File: config.mk
export PLATFORM = sky130hd
export DESIGN_NAME = software_timer_bank_unit
export DESIGN_NICKNAME = d
export VERILOG_FILES = /design/src/stb_pkg.sv /design/src/stb_ram.sv /design/src/stb_ctrl.sv /design/src/stb_dpath.sv /design/src/software_timer_bank_unit.sv
export SDC_FILE = /design/constraint.sdc
export NUM_CORES = 2
export LEC_CHECK = 0
export BUFFER_PORTS_ARGS = -buffer_cell sky130_fd_sc_hd__buf_2
export CORE_UTILIZATION = 35
export DETAILED_ROUTE_END_ITERATION = 8
export SLEW_MARGIN = 20
export SYNTH_ARGS = -nofsm -noshare
export SYNTH_HDL_FRONTEND = slang
export SYNTH_SLANG_ARGS = --single-unit
export TNS_END_PERCENT = 100
File: constraint.sdc
create_clock -name clk -period 14.6 [get_ports clk]
set_input_delay 2.19 -clock clk [delete_from_list [all_inputs] [get_ports clk]]
set_output_delay 2.19 -clock clk [all_outputs]
set_load 0.02 [all_outputs]
File: src/stb_pkg.sv
package stb_pkg;

  // Most fire results reported for one input word.
  localparam int MAX_RESULTS = 16;
  localparam int RES_CNT_W   = $clog2(MAX_RESULTS + 1);

  typedef enum logic [2:0] {
    KIND_CREATE = 3'd0,
    KIND_DELETE = 3'd1,
    KIND_START  = 3'd2,
    KIND_STOP   = 3'd3,
    KIND_TICK   = 3'd4,
    KIND_POLL   = 3'd5
  } kind_t;

  typedef enum logic [2:0] {
    EV_DONE    = 3'd0,
    EV_CREATED = 3'd1,
    EV_FULL    = 3'd2,
    EV_FIRED   = 3'd3,
    EV_REJECT  = 3'd4
  } ev_code_t;

  typedef enum logic [1:0] {
    ST_IDLE,
    ST_EXEC,
    ST_WALK,
    ST_LAST
  } state_t;

  // Controller to datapath.
  typedef struct packed {
    logic load;
    logic exec;
    logic walk;
    logic finish;
  } cmd_t;

  // Datapath to controller.
  typedef struct packed {
    logic walk_op;
    logic walk_end;
  } sts_t;

endpackage

File: src/stb_ram.sv
module stb_ram #(
  parameter int WIDTH = 32,
  parameter int DEPTH = 16
) (
  input  logic                                  clk,
  input  logic                                  we,
  input  logic [((DEPTH > 1) ? $clog2(DEPTH) : 1)-1:0] waddr,
  input  logic [WIDTH-1:0]                      wdata,
  input  logic [((DEPTH > 1) ? $clog2(DEPTH) : 1)-1:0] raddr,
  output logic [WIDTH-1:0]                      rdata
);

  logic [WIDTH-1:0] mem_r [DEPTH];
  logic [WIDTH-1:0] rdata_r;

  always_ff @(posedge clk) begin
    if (we) begin
      mem_r[waddr] <= wdata;
    end
    rdata_r <= mem_r[raddr];
  end

  assign rdata = rdata_r;

endmodule

File: src/stb_ctrl.sv
module stb_ctrl (
  input  logic          clk,
  input  logic          rst_n,
  input  logic          start,
  output logic          busy,
  input  stb_pkg::sts_t sts,
  output stb_pkg::cmd_t cmd
);

  stb_pkg::state_t state_r, state_nxt;

  always_ff @(posedge clk) begin
    if (!rst_n) begin
      state_r <= stb_pkg::ST_IDLE;
    end else begin
      state_r <= state_nxt;
    end
  end

  always_comb begin
    state_nxt = state_r;
    case (state_r)
      stb_pkg::ST_IDLE: begin
        if (start) begin
          state_nxt = stb_pkg::ST_EXEC;
        end
      end
      stb_pkg::ST_EXEC: begin
        state_nxt = sts.walk_op ? stb_pkg::ST_WALK : stb_pkg::ST_LAST;
      end
      stb_pkg::ST_WALK: begin
        if (sts.walk_end) begin
          state_nxt = stb_pkg::ST_LAST;
        end
      end
      stb_pkg::ST_LAST: begin
        state_nxt = stb_pkg::ST_IDLE;
      end
      default: begin
        state_nxt = stb_pkg::ST_IDLE;
      end
    endcase
  end

  always_comb begin
    cmd = '0;
    case (state_r)
      stb_pkg::ST_IDLE: cmd.load   = start;
      stb_pkg::ST_EXEC: cmd.exec   = 1'b1;
      stb_pkg::ST_WALK: cmd.walk   = 1'b1;
      stb_pkg::ST_LAST: cmd.finish = 1'b1;
      default:          cmd        = '0;
    endcase
  end

  assign busy = (state_r != stb_pkg::ST_IDLE);

endmodule

File: src/stb_dpath.sv
module stb_dpath #(
  parameter int TIMER_SLOTS = 16,
  parameter int COUNT_WIDTH = 32
) (
  input  logic          clk,
  input  logic          rst_n,
  input  stb_pkg::cmd_t cmd,
  output stb_pkg::sts_t sts,
  input  logic [2:0]    in_kind,
  input  logic [3:0]    in_slot,
  input  logic [31:0]   in_delay_ticks,
  input  logic          in_repeat_mode,
  input  logic          in_immediate_fire,
  input  logic          cfg_we,
  input  logic          cfg_wdata,
  output logic          out_strobe,
  output logic [2:0]    out_event_code,
  output logic [3:0]    out_timer_slot,
  output logic          out_last_of_run
);

  localparam int SW = (TIMER_SLOTS > 1) ? $clog2(TIMER_SLOTS) : 1;
  localparam int CW = COUNT_WIDTH;
  localparam int NW = stb_pkg::RES_CNT_W;

  // Latched input word.
  logic [2:0]    kind_r, kind_nxt;
  logic [3:0]    slot_r, slot_nxt;
  logic [CW-1:0] delay_r, delay_nxt;
  logic          rep_r, rep_nxt;
  logic          imm_r, imm_nxt;

  logic          ready_r, ready_nxt;

  // Per-slot flags, cleared by reset.
  logic [TIMER_SLOTS-1:0] used_r, used_nxt;
  logic [TIMER_SLOTS-1:0] mrep_r, mrep_nxt;
  logic [TIMER_SLOTS-1:0] mimm_r, mimm_nxt;
  logic [TIMER_SLOTS-1:0] run_r, run_nxt;
  logic [TIMER_SLOTS-1:0] pend_r, pend_nxt;

  logic [SW-1:0] idx_r, idx_nxt;
  logic [NW-1:0] n_r, n_nxt;

  // One-deep hold stage: a result waits here until it is known whether
  // another one follows, which decides its last_of_run bit.
  logic                hold_vld_r, hold_vld_nxt;
  stb_pkg::ev_code_t   hold_code_r, hold_code_nxt;
  logic [3:0]          hold_slot_r, hold_slot_nxt;

  logic                out_strobe_r, out_strobe_nxt;
  stb_pkg::ev_code_t   out_code_r, out_code_nxt;
  logic [3:0]          out_slot_r, out_slot_nxt;
  logic                out_last_r, out_last_nxt;

  // Count and reload memories.
  logic          cnt_we;
  logic [SW-1:0] cnt_waddr;
  logic [CW-1:0] cnt_wdata;
  logic [SW-1:0] rd_addr;
  logic [CW-1:0] cnt_rd;
  logic          rld_we;
  logic [CW-1:0] rld_rd;

  logic [63:0]   delay_ext;
  logic [7:0]    slot_ext;
  logic [7:0]    idx_ext;
  logic [SW-1:0] slot_idx;
  logic [3:0]    idx_slot;
  logic          in_bank;
  logic          walk_last;
  logic          create_hit;
  logic          emit_new;
  logic [CW-1:0] cnt_dec;
  logic          start_ok;

  assign delay_ext = {32'b0, in_delay_ticks};
  assign slot_ext  = {4'b0, slot_r};
  assign idx_ext   = {{(8 - SW){1'b0}}, idx_r};
  assign slot_idx  = slot_ext[SW-1:0];
  assign idx_slot  = idx_ext[3:0];
  assign in_bank   = ({3'b000, slot_r} < 7'(TIMER_SLOTS));
  assign walk_last = (idx_r == SW'(TIMER_SLOTS - 1));
  assign cnt_dec   = cnt_rd - CW'(1);

  assign create_hit = (kind_r == stb_pkg::KIND_CREATE) && ready_r && !used_r[idx_r];
  assign start_ok   = in_bank && used_r[slot_idx] && (delay_r != '0);

  assign sts.walk_op  = kind_r inside {stb_pkg::KIND_CREATE, stb_pkg::KIND_TICK,
                                       stb_pkg::KIND_POLL};
  assign sts.walk_end = walk_last || create_hit;

  // The read for slot i+1 is issued while slot i is processed.
  assign rd_addr = (cmd.walk && !walk_last) ? SW'(idx_r + SW'(1)) : '0;

  always_comb begin
    kind_nxt      = kind_r;
    slot_nxt      = slot_r;
    delay_nxt     = delay_r;
    rep_nxt       = rep_r;
    imm_nxt       = imm_r;
    ready_nxt     = ready_r;
    used_nxt      = used_r;
    mrep_nxt      = mrep_r;
    mimm_nxt      = mimm_r;
    run_nxt       = run_r;
    pend_nxt      = pend_r;
    idx_nxt       = idx_r;
    n_nxt         = n_r;
    hold_vld_nxt  = hold_vld_r;
    hold_code_nxt = hold_code_r;
    hold_slot_nxt = hold_slot_r;
    out_strobe_nxt = 1'b0;
    out_code_nxt   = out_code_r;
    out_slot_nxt   = out_slot_r;
    out_last_nxt   = out_last_r;
    cnt_we    = 1'b0;
    cnt_waddr = idx_r;
    cnt_wdata = cnt_dec;
    rld_we    = 1'b0;
    emit_new  = 1'b0;

    if (cfg_we) begin
      ready_nxt = cfg_wdata;
    end

    if (cmd.load) begin
      kind_nxt     = in_kind;
      slot_nxt     = in_slot;
      delay_nxt    = delay_ext[CW-1:0];
      rep_nxt      = in_repeat_mode;
      imm_nxt      = in_immediate_fire;
      idx_nxt      = '0;
      n_nxt        = '0;
      hold_vld_nxt = 1'b0;
    end

    if (cmd.exec) begin
      hold_slot_nxt = 4'd0;
      case (kind_r)
        stb_pkg::KIND_CREATE: begin
          // Stays as the answer unless the walk finds a free slot.
          hold_vld_nxt  = 1'b1;
          hold_code_nxt = stb_pkg::EV_FULL;
        end
        stb_pkg::KIND_DELETE: begin
          hold_vld_nxt  = 1'b1;
          hold_code_nxt = in_bank ? stb_pkg::EV_DONE : stb_pkg::EV_REJECT;
          if (in_bank && used_r[slot_idx]) begin
            used_nxt[slot_idx] = 1'b0;
            mrep_nxt[slot_idx] = 1'b0;
            mimm_nxt[slot_idx] = 1'b0;
            run_nxt[slot_idx]  = 1'b0;
            pend_nxt[slot_idx] = 1'b0;
          end
        end
        stb_pkg::KIND_STOP: begin
          hold_vld_nxt  = 1'b1;
          hold_code_nxt = in_bank ? stb_pkg::EV_DONE : stb_pkg::EV_REJECT;
          if (in_bank) begin
            run_nxt[slot_idx]  = 1'b0;
            pend_nxt[slot_idx] = 1'b0;
          end
        end
        stb_pkg::KIND_START: begin
          hold_vld_nxt  = 1'b1;
          hold_code_nxt = start_ok ? stb_pkg::EV_DONE : stb_pkg::EV_REJECT;
          if (start_ok) begin
            cnt_we             = 1'b1;
            cnt_waddr          = slot_idx;
            cnt_wdata          = delay_r;
            rld_we             = 1'b1;
            run_nxt[slot_idx]  = 1'b1;
            pend_nxt[slot_idx] = 1'b0;
          end
        end
        stb_pkg::KIND_TICK, stb_pkg::KIND_POLL: begin
          hold_vld_nxt = 1'b0;
        end
        default: begin
          hold_vld_nxt  = 1'b1;
          hold_code_nxt = stb_pkg::EV_REJECT;
        end
      endcase
    end

    if (cmd.walk) begin
      idx_nxt = SW'(idx_r + SW'(1));
      case (kind_r)
        stb_pkg::KIND_CREATE: begin
          if (create_hit) begin
            used_nxt[idx_r] = 1'b1;
            mrep_nxt[idx_r] = rep_r;
            mimm_nxt[idx_r] = imm_r;
            run_nxt[idx_r]  = 1'b0;
            pend_nxt[idx_r] = 1'b0;
            hold_code_nxt   = stb_pkg::EV_CREATED;
            hold_slot_nxt   = idx_slot;
          end
        end
        stb_pkg::KIND_TICK: begin
          if (used_r[idx_r] && run_r[idx_r]) begin
            cnt_we = 1'b1;
            if (cnt_dec == '0) begin
              if (mimm_r[idx_r] && (n_r < NW'(stb_pkg::MAX_RESULTS))) begin
                emit_new = 1'b1;
              end else begin
                pend_nxt[idx_r] = 1'b1;
              end
              if (mrep_r[idx_r]) begin
                cnt_wdata = rld_rd;
              end else begin
                run_nxt[idx_r] = 1'b0;
              end
            end
          end
        end
        stb_pkg::KIND_POLL: begin
          if (used_r[idx_r] && pend_r[idx_r] && (n_r < NW'(stb_pkg::MAX_RESULTS))) begin
            pend_nxt[idx_r] = 1'b0;
            emit_new        = 1'b1;
          end
        end
        default: begin
          emit_new = 1'b0;
        end
      endcase
    end

    if (emit_new) begin
      n_nxt = NW'(n_r + NW'(1));
      if (hold_vld_r) begin
        out_strobe_nxt = 1'b1;
        out_code_nxt   = hold_code_r;
        out_slot_nxt   = hold_slot_r;
        out_last_nxt   = 1'b0;
      end
      hold_vld_nxt  = 1'b1;
      hold_code_nxt = stb_pkg::EV_FIRED;
      hold_slot_nxt = idx_slot;
    end

    if (cmd.finish) begin
      out_strobe_nxt = 1'b1;
      out_code_nxt   = hold_vld_r ? hold_code_r : stb_pkg::EV_DONE;
      out_slot_nxt   = hold_vld_r ? hold_slot_r : 4'd0;
      out_last_nxt   = 1'b1;
      hold_vld_nxt   = 1'b0;
    end
  end

  always_ff @(posedge clk) begin
    if (!rst_n) begin
      ready_r      <= 1'b0;
      used_r       <= '0;
      mrep_r       <= '0;
      mimm_r       <= '0;
      run_r        <= '0;
      pend_r       <= '0;
      hold_vld_r   <= 1'b0;
      out_strobe_r <= 1'b0;
    end else begin
      ready_r      <= ready_nxt;
      used_r       <= used_nxt;
      mrep_r       <= mrep_nxt;
      mimm_r       <= mimm_nxt;
      run_r        <= run_nxt;
      pend_r       <= pend_nxt;
      hold_vld_r   <= hold_vld_nxt;
      out_strobe_r <= out_strobe_nxt;
    end
  end

  always_ff @(posedge clk) begin
    kind_r      <= kind_nxt;
    slot_r      <= slot_nxt;
    delay_r     <= delay_nxt;
    rep_r       <= rep_nxt;
    imm_r       <= imm_nxt;
    idx_r       <= idx_nxt;
    n_r         <= n_nxt;
    hold_code_r <= hold_code_nxt;
    hold_slot_r <= hold_slot_nxt;
    out_code_r  <= out_code_nxt;
    out_slot_r  <= out_slot_nxt;
    out_last_r  <= out_last_nxt;
  end

  stb_ram #(
    .WIDTH (CW),
    .DEPTH (TIMER_SLOTS)
  ) u_count_ram (
    .clk   (clk),
    .we    (cnt_we),
    .waddr (cnt_waddr),
    .wdata (cnt_wdata),
    .raddr (rd_addr),
    .rdata (cnt_rd)
  );

  stb_ram #(
    .WIDTH (CW),
    .DEPTH (TIMER_SLOTS)
  ) u_reload_ram (
    .clk   (clk),
    .we    (rld_we),
    .waddr (slot_idx),
    .wdata (delay_r),
    .raddr (rd_addr),
    .rdata (rld_rd)
  );

  assign out_strobe      = out_strobe_r;
  assign out_event_code  = out_code_r;
  assign out_timer_slot  = out_slot_r;
  assign out_last_of_run = out_last_r;

endmodule

File: src/software_timer_bank_unit.sv
// Bank of countdown timer slots driven by command words.
// Input channel: a command word (in_kind, in_slot, in_delay_ticks, in_repeat_mode,
// in_immediate_fire) is taken at a rising edge where start is high and busy is low.
// Kinds are create, delete, start, stop, tick and poll; other codes are rejected.
// Result channel: each result word is shown for one cycle with out_strobe high;
// out_last_of_run marks the final word of a command. The receiver cannot stall
// the block, so every result is taken in the cycle it is shown.
// Configuration: cfg_we writes cfg_wdata into the module-ready bit; creates
// fail while it is clear. Write it only while the block is idle.
// Sequencing: delete, start, stop and unknown kinds pass the execute and final-result
// states and show their single result in the cycle where busy falls. Tick and poll walk
// all TIMER_SLOTS slots one per cycle through the count memory's single read port;
// a create stops its walk at the first free slot. Fire results leave in ascending
// slot order, at most one per cycle, and the final word of a command always shows
// in the cycle where busy falls.
// Reset (rst_n low, synchronous) frees every slot, clears the module-ready bit
// and drops any command in progress; count memories need no clearing pass.
module software_timer_bank_unit #(
  parameter int TIMER_SLOTS = 16,
  parameter int COUNT_WIDTH = 32
) (
  input  logic        clk,
  input  logic        rst_n,
  input  logic        start,
  output logic        busy,
  input  logic [2:0]  in_kind,
  input  logic [3:0]  in_slot,
  input  logic [31:0] in_delay_ticks,
  input  logic        in_repeat_mode,
  input  logic        in_immediate_fire,
  input  logic        cfg_we,
  input  logic        cfg_wdata,
  output logic        out_strobe,
  output logic [2:0]  out_event_code,
  output logic [3:0]  out_timer_slot,
  output logic        out_last_of_run
);

  // The controller sequences each command through execute, slot walk and
  // final-result steps; the datapath owns all slot state and the memories.
  stb_pkg::cmd_t cmd;
  stb_pkg::sts_t sts;

  stb_ctrl u_ctrl (
    .clk   (clk),
    .rst_n (rst_n),
    .start (start),
    .busy  (busy),
    .sts   (sts),
    .cmd   (cmd)
  );

  stb_dpath #(
    .TIMER_SLOTS (TIMER_SLOTS),
    .COUNT_WIDTH (COUNT_WIDTH)
  ) u_dpath (
    .clk               (clk),
    .rst_n             (rst_n),
    .cmd               (cmd),
    .sts               (sts),
    .in_kind           (in_kind),
    .in_slot           (in_slot),
    .in_delay_ticks    (in_delay_ticks),
    .in_repeat_mode    (in_repeat_mode),
    .in_immediate_fire (in_immediate_fire),
    .cfg_we            (cfg_we),
    .cfg_wdata         (cfg_wdata),
    .out_strobe        (out_strobe),
    .out_event_code    (out_event_code),
    .out_timer_slot    (out_timer_slot),
    .out_last_of_run   (out_last_of_run)
  );

endmodule

==> metrics.csv <==
metric,value,unit
status,completed,
synth-simple-area-share,0.05435,
grt.busiest_layer,met2,
fin_crit,5701,ps
cp_max_fo,141,
postRouteAntennaNets,0,
path_buf_inv,4,
hold_depth,2,
p_leak,16.87,nW
drive_above_1_share,0.1919,
grt_overflow,0,
cp_common_cell,buf_4,
cts_tree,built,
core,137800,um^2
die_x,375.2,um
seq_area_frac_synth,0.7302,
use_met1,0.2588,
reg2reg_from,u_dpath.idx_r[0]$_SDFFCE_PP0P_,
fin_area,55280,um^2
grtUsageTotal,0.1816,
grtUsageMet3,0.03358,
via_per_inst,5.746,
dr.first_iter.drc_count,3467,
internal-power,6.712,mW
synth_xor_xnor_area_share,0.005209,
grt_pass1_vias,27440,
syn_area,48760,um^2
p_per_area,172.7,nW/um^2
tns,0,ps
max_stage_delay,820,ps
setup_viol,0,
fmax,0.1754,GHz
postRouteWirelength,129.0,mm
die_y,375.2,um
yosysTopAreaCell,edfxtp_1,
diodes,0,
worstSetupPathType,flop to flop,
clk_pin_slew,70,ps
clock-sinks,1238,
cts_setup_buffers,0,
drt_drc_violations_left,0,
worstHoldStart,u_dpath.run_r[8]$_SDFF_PN0_,
worst_r2r_endpoint,u_dpath.u_reload_ram.rdata[20]$_DFF_P_,
synth_fa_ha_area_frac,0.003079,
num_io_pins,56,
io_buffers,55,
htree_num_levels,3,
vias,27857,
hold_path.class,flop to flop,
areaGrowthSynthToFinish,13.38,%
cts-resized-gates,0,
grtUsageMet2,0.2805,
syn-instance-count,2912,
synth_area_leaders,"edfxtp_1 67%, mux4_2 10%, dfxtp_1 6.4%",
ff2ff_path_depth,9,
ys_async_sr_fraction,0,
vdd.ir_drop.worst,0.1568,mV
finalCritPeriodShare,0.3905,
p_sw,2.833,mW
rows,136,
worst_slew_pin_slew,1043,ps
holdBufCountCts,0,
synth_top_area_share,0.6658,
routedWlPerCell,26.60,um
dpl.hpwl,68.48,mm
fp.dieArea,140800,um^2
endpoint_kind,flop,
ys_ff_latch,1238,
initial_core_util,0.3537,
grt_start_max_net_pins,196,
startpoint_type,flop,
yosys_warnings,0,
synth_flop_cell,edfxtp_1,
slew_headroom,0.3048,
numCtsBuffers,119,
fillers,12359,
dr.pass1.iters,7,
yosysUniqueCellTypes,77,
post_synth.cell_area_avg,16.74,um^2
cp_slowest_cell,buf_4,
holdPathEnd,u_dpath.run_r[8]$_SDFF_PN0_,
hold_violations,0,
placed_area,51330,um^2
synth_mux_area_frac,0.1024,
synth_compound_area_frac,0.08679,
grt_setup_unrepaired,false,
clock_power_share,0.323,
gp_congestion,0.9196,
clockBufferDepth,3,
crit_chain,"buf_4, ha_1, nand2_1, nand2_4, buf_4, buf_12, buf_4, mux4_2, mux4_2",
p_comb_frac,0.191,
root_buffer,clkbuf_16,
synth_edf_count,1081,
clkLatencyLatePin,750,ps
crit_family,buffers and inverters,
fin_worst_skew,79.50,ps
arrival,6310,ps
antenna_found_initial,4,
p_seq_frac,0.486,
synth_top_family_by_area,multiplexers,
slew_viol_final,0,
synth_nets,2970,
fin_nets,3007,
drv_cap,0,
rrSetupSlack,8900,ps
switching_share,0.2968,
required,15200,ps
grt_pass1_wl,188.8,mm
==> cell usage in the layout, fill, tap and decap left out, drive strengths merged, types with 114 or more instances in the layout <==
master  Yosys  layout
clkbuf    160     153
nand2     175     175
mux4      216     216
nor2      125     125
o22ai     137     137
dfxtp     157     157
edfxtp   1081    1081
buf        39     114
o221ai    131     131
o21ai     213     213
==> registers in the layout (all words and copies together) (netlist names), 2 cells and up <==
name,flops
u_dpath.u_count_ram.mem_r,512
u_dpath.u_reload_ram.mem_r,512
u_dpath.delay_r,32
u_dpath.u_count_ram.rdata,32
u_dpath.u_reload_ram.rdata,32
u_dpath.mimm_r,16
u_dpath.mrep_r,16
u_dpath.pend_r,16
u_dpath.run_r,16
u_dpath.used_r,16
u_dpath.n_r,5
u_dpath.hold_slot_r,4
u_dpath.idx_r,4
u_dpath.out_timer_slot,4
u_dpath.slot_idx,4
u_dpath.hold_code_r,3
u_dpath.kind_r,3
u_dpath.out_event_code,3
u_ctrl.state_r,2
==> synth_stat cells, types with 21 or more instances <==
master       n
nor4_1      26
nand2_1    175
clkbuf_1   159
buf_1       23
inv_1       22
dfxtp_1    157
mux4_2     216
nand3_1     57
a21oi_1     68
nor2_1     124
nor3_1      28
and2_1      21
edfxtp_1  1081
o21ai_0    193
o221ai_1   131
o22ai_1    137
==> through the flow <==
step,setup slack (ps),instances,total power [mW],util,hold slack [ps]
after detailed placement,8962,4621,6.534,0.3724,449.6
after CTS,8948,4847,9.606,0.4009,459.7
final,8899,4848,9.545,0.4011,460.0
after global placement,9094,4621,6.510,0.3724,444.5
after floorplan,9400,2912,5.811,-,425.1
after global routing,8563,4848,9.906,0.4011,488.5
==> layout make-up <==
class / instances / area, um^2 / area share
inverter: 23 / 93.84 / 0.001697
clock inverter: 74 / 690.7 / 0.01249
clock buffer: 152 / 3233 / 0.05848
sequential: 1238 / 35600 / 0.6440
tap: 1794 / 2245 / 0.04060
multi-input combinational: 1452 / 12630 / 0.2285
timing repair buffer: 115 / 782.0 / 0.01415
==> routing by layer <==
layer  part of all wire  wire length [um]
met1               0.43             55520
met2               0.46             59580
met3              0.077              9962
met4              0.030              3891
met5            0.00010                13
==> cell families (layout without fill, tap and decap cells) <==
family / count (synthesis) / count (layout)
buffers and inverters: 222 / 364
adder cells (fa/ha/maj): 12 / 12
AND/OR/NAND/NOR: 535 / 535
AO/OA/AOI/OAI: 648 / 648
XOR/XNOR: 29 / 29
multiplexers: 228 / 228
flip-flops: 1238 / 1238
==> tightest hold or removal path: stages (launching register included) <==
cell,delay [ps]
dfxtp_1,310
inv_1,50
a211oi_1,50
==> how the worst max path moves through the flow <==
stage	startpoint	endpoint	slack, ps	cells past startpoint
floorplan	u_ctrl.state_r[1]$_SDFFE_PN0P_	u_dpath.u_count_ram.mem_r[1][0]$_DFFE_PP_	9400	9
global placement	u_dpath.idx_r[0]$_SDFFCE_PP0P_	u_dpath.u_reload_ram.rdata[27]$_DFF_P_	9090	9
detailed placement	u_dpath.idx_r[0]$_SDFFCE_PP0P_	u_dpath.u_reload_ram.rdata[16]$_DFF_P_	8960	9
CTS	u_dpath.idx_r[0]$_SDFFCE_PP0P_	u_dpath.u_reload_ram.rdata[20]$_DFF_P_	8950	9
global route	u_dpath.idx_r[0]$_SDFFCE_PP0P_	u_dpath.u_reload_ram.rdata[22]$_DFF_P_	8560	9
finish	u_dpath.idx_r[0]$_SDFFCE_PP0P_	u_dpath.u_reload_ram.rdata[20]$_DFF_P_	8900	9
==> power by group through the flow <==
| stage | registers, mW | clock network, mW | logic, mW |
|---|---|---|---|
| after floorplan | 4.51 | 0 | 1.30 |
| after global placement | 4.71 | 0 | 1.80 |
| after global routing | 4.65 | 3.28 | 1.98 |
| after detailed placement | 4.71 | 0 | 1.82 |
| after CTS | 4.64 | 3.14 | 1.83 |
| final | 4.64 | 3.08 | 1.83 |
Note: power is estimated with default switching activity, not from simulation.
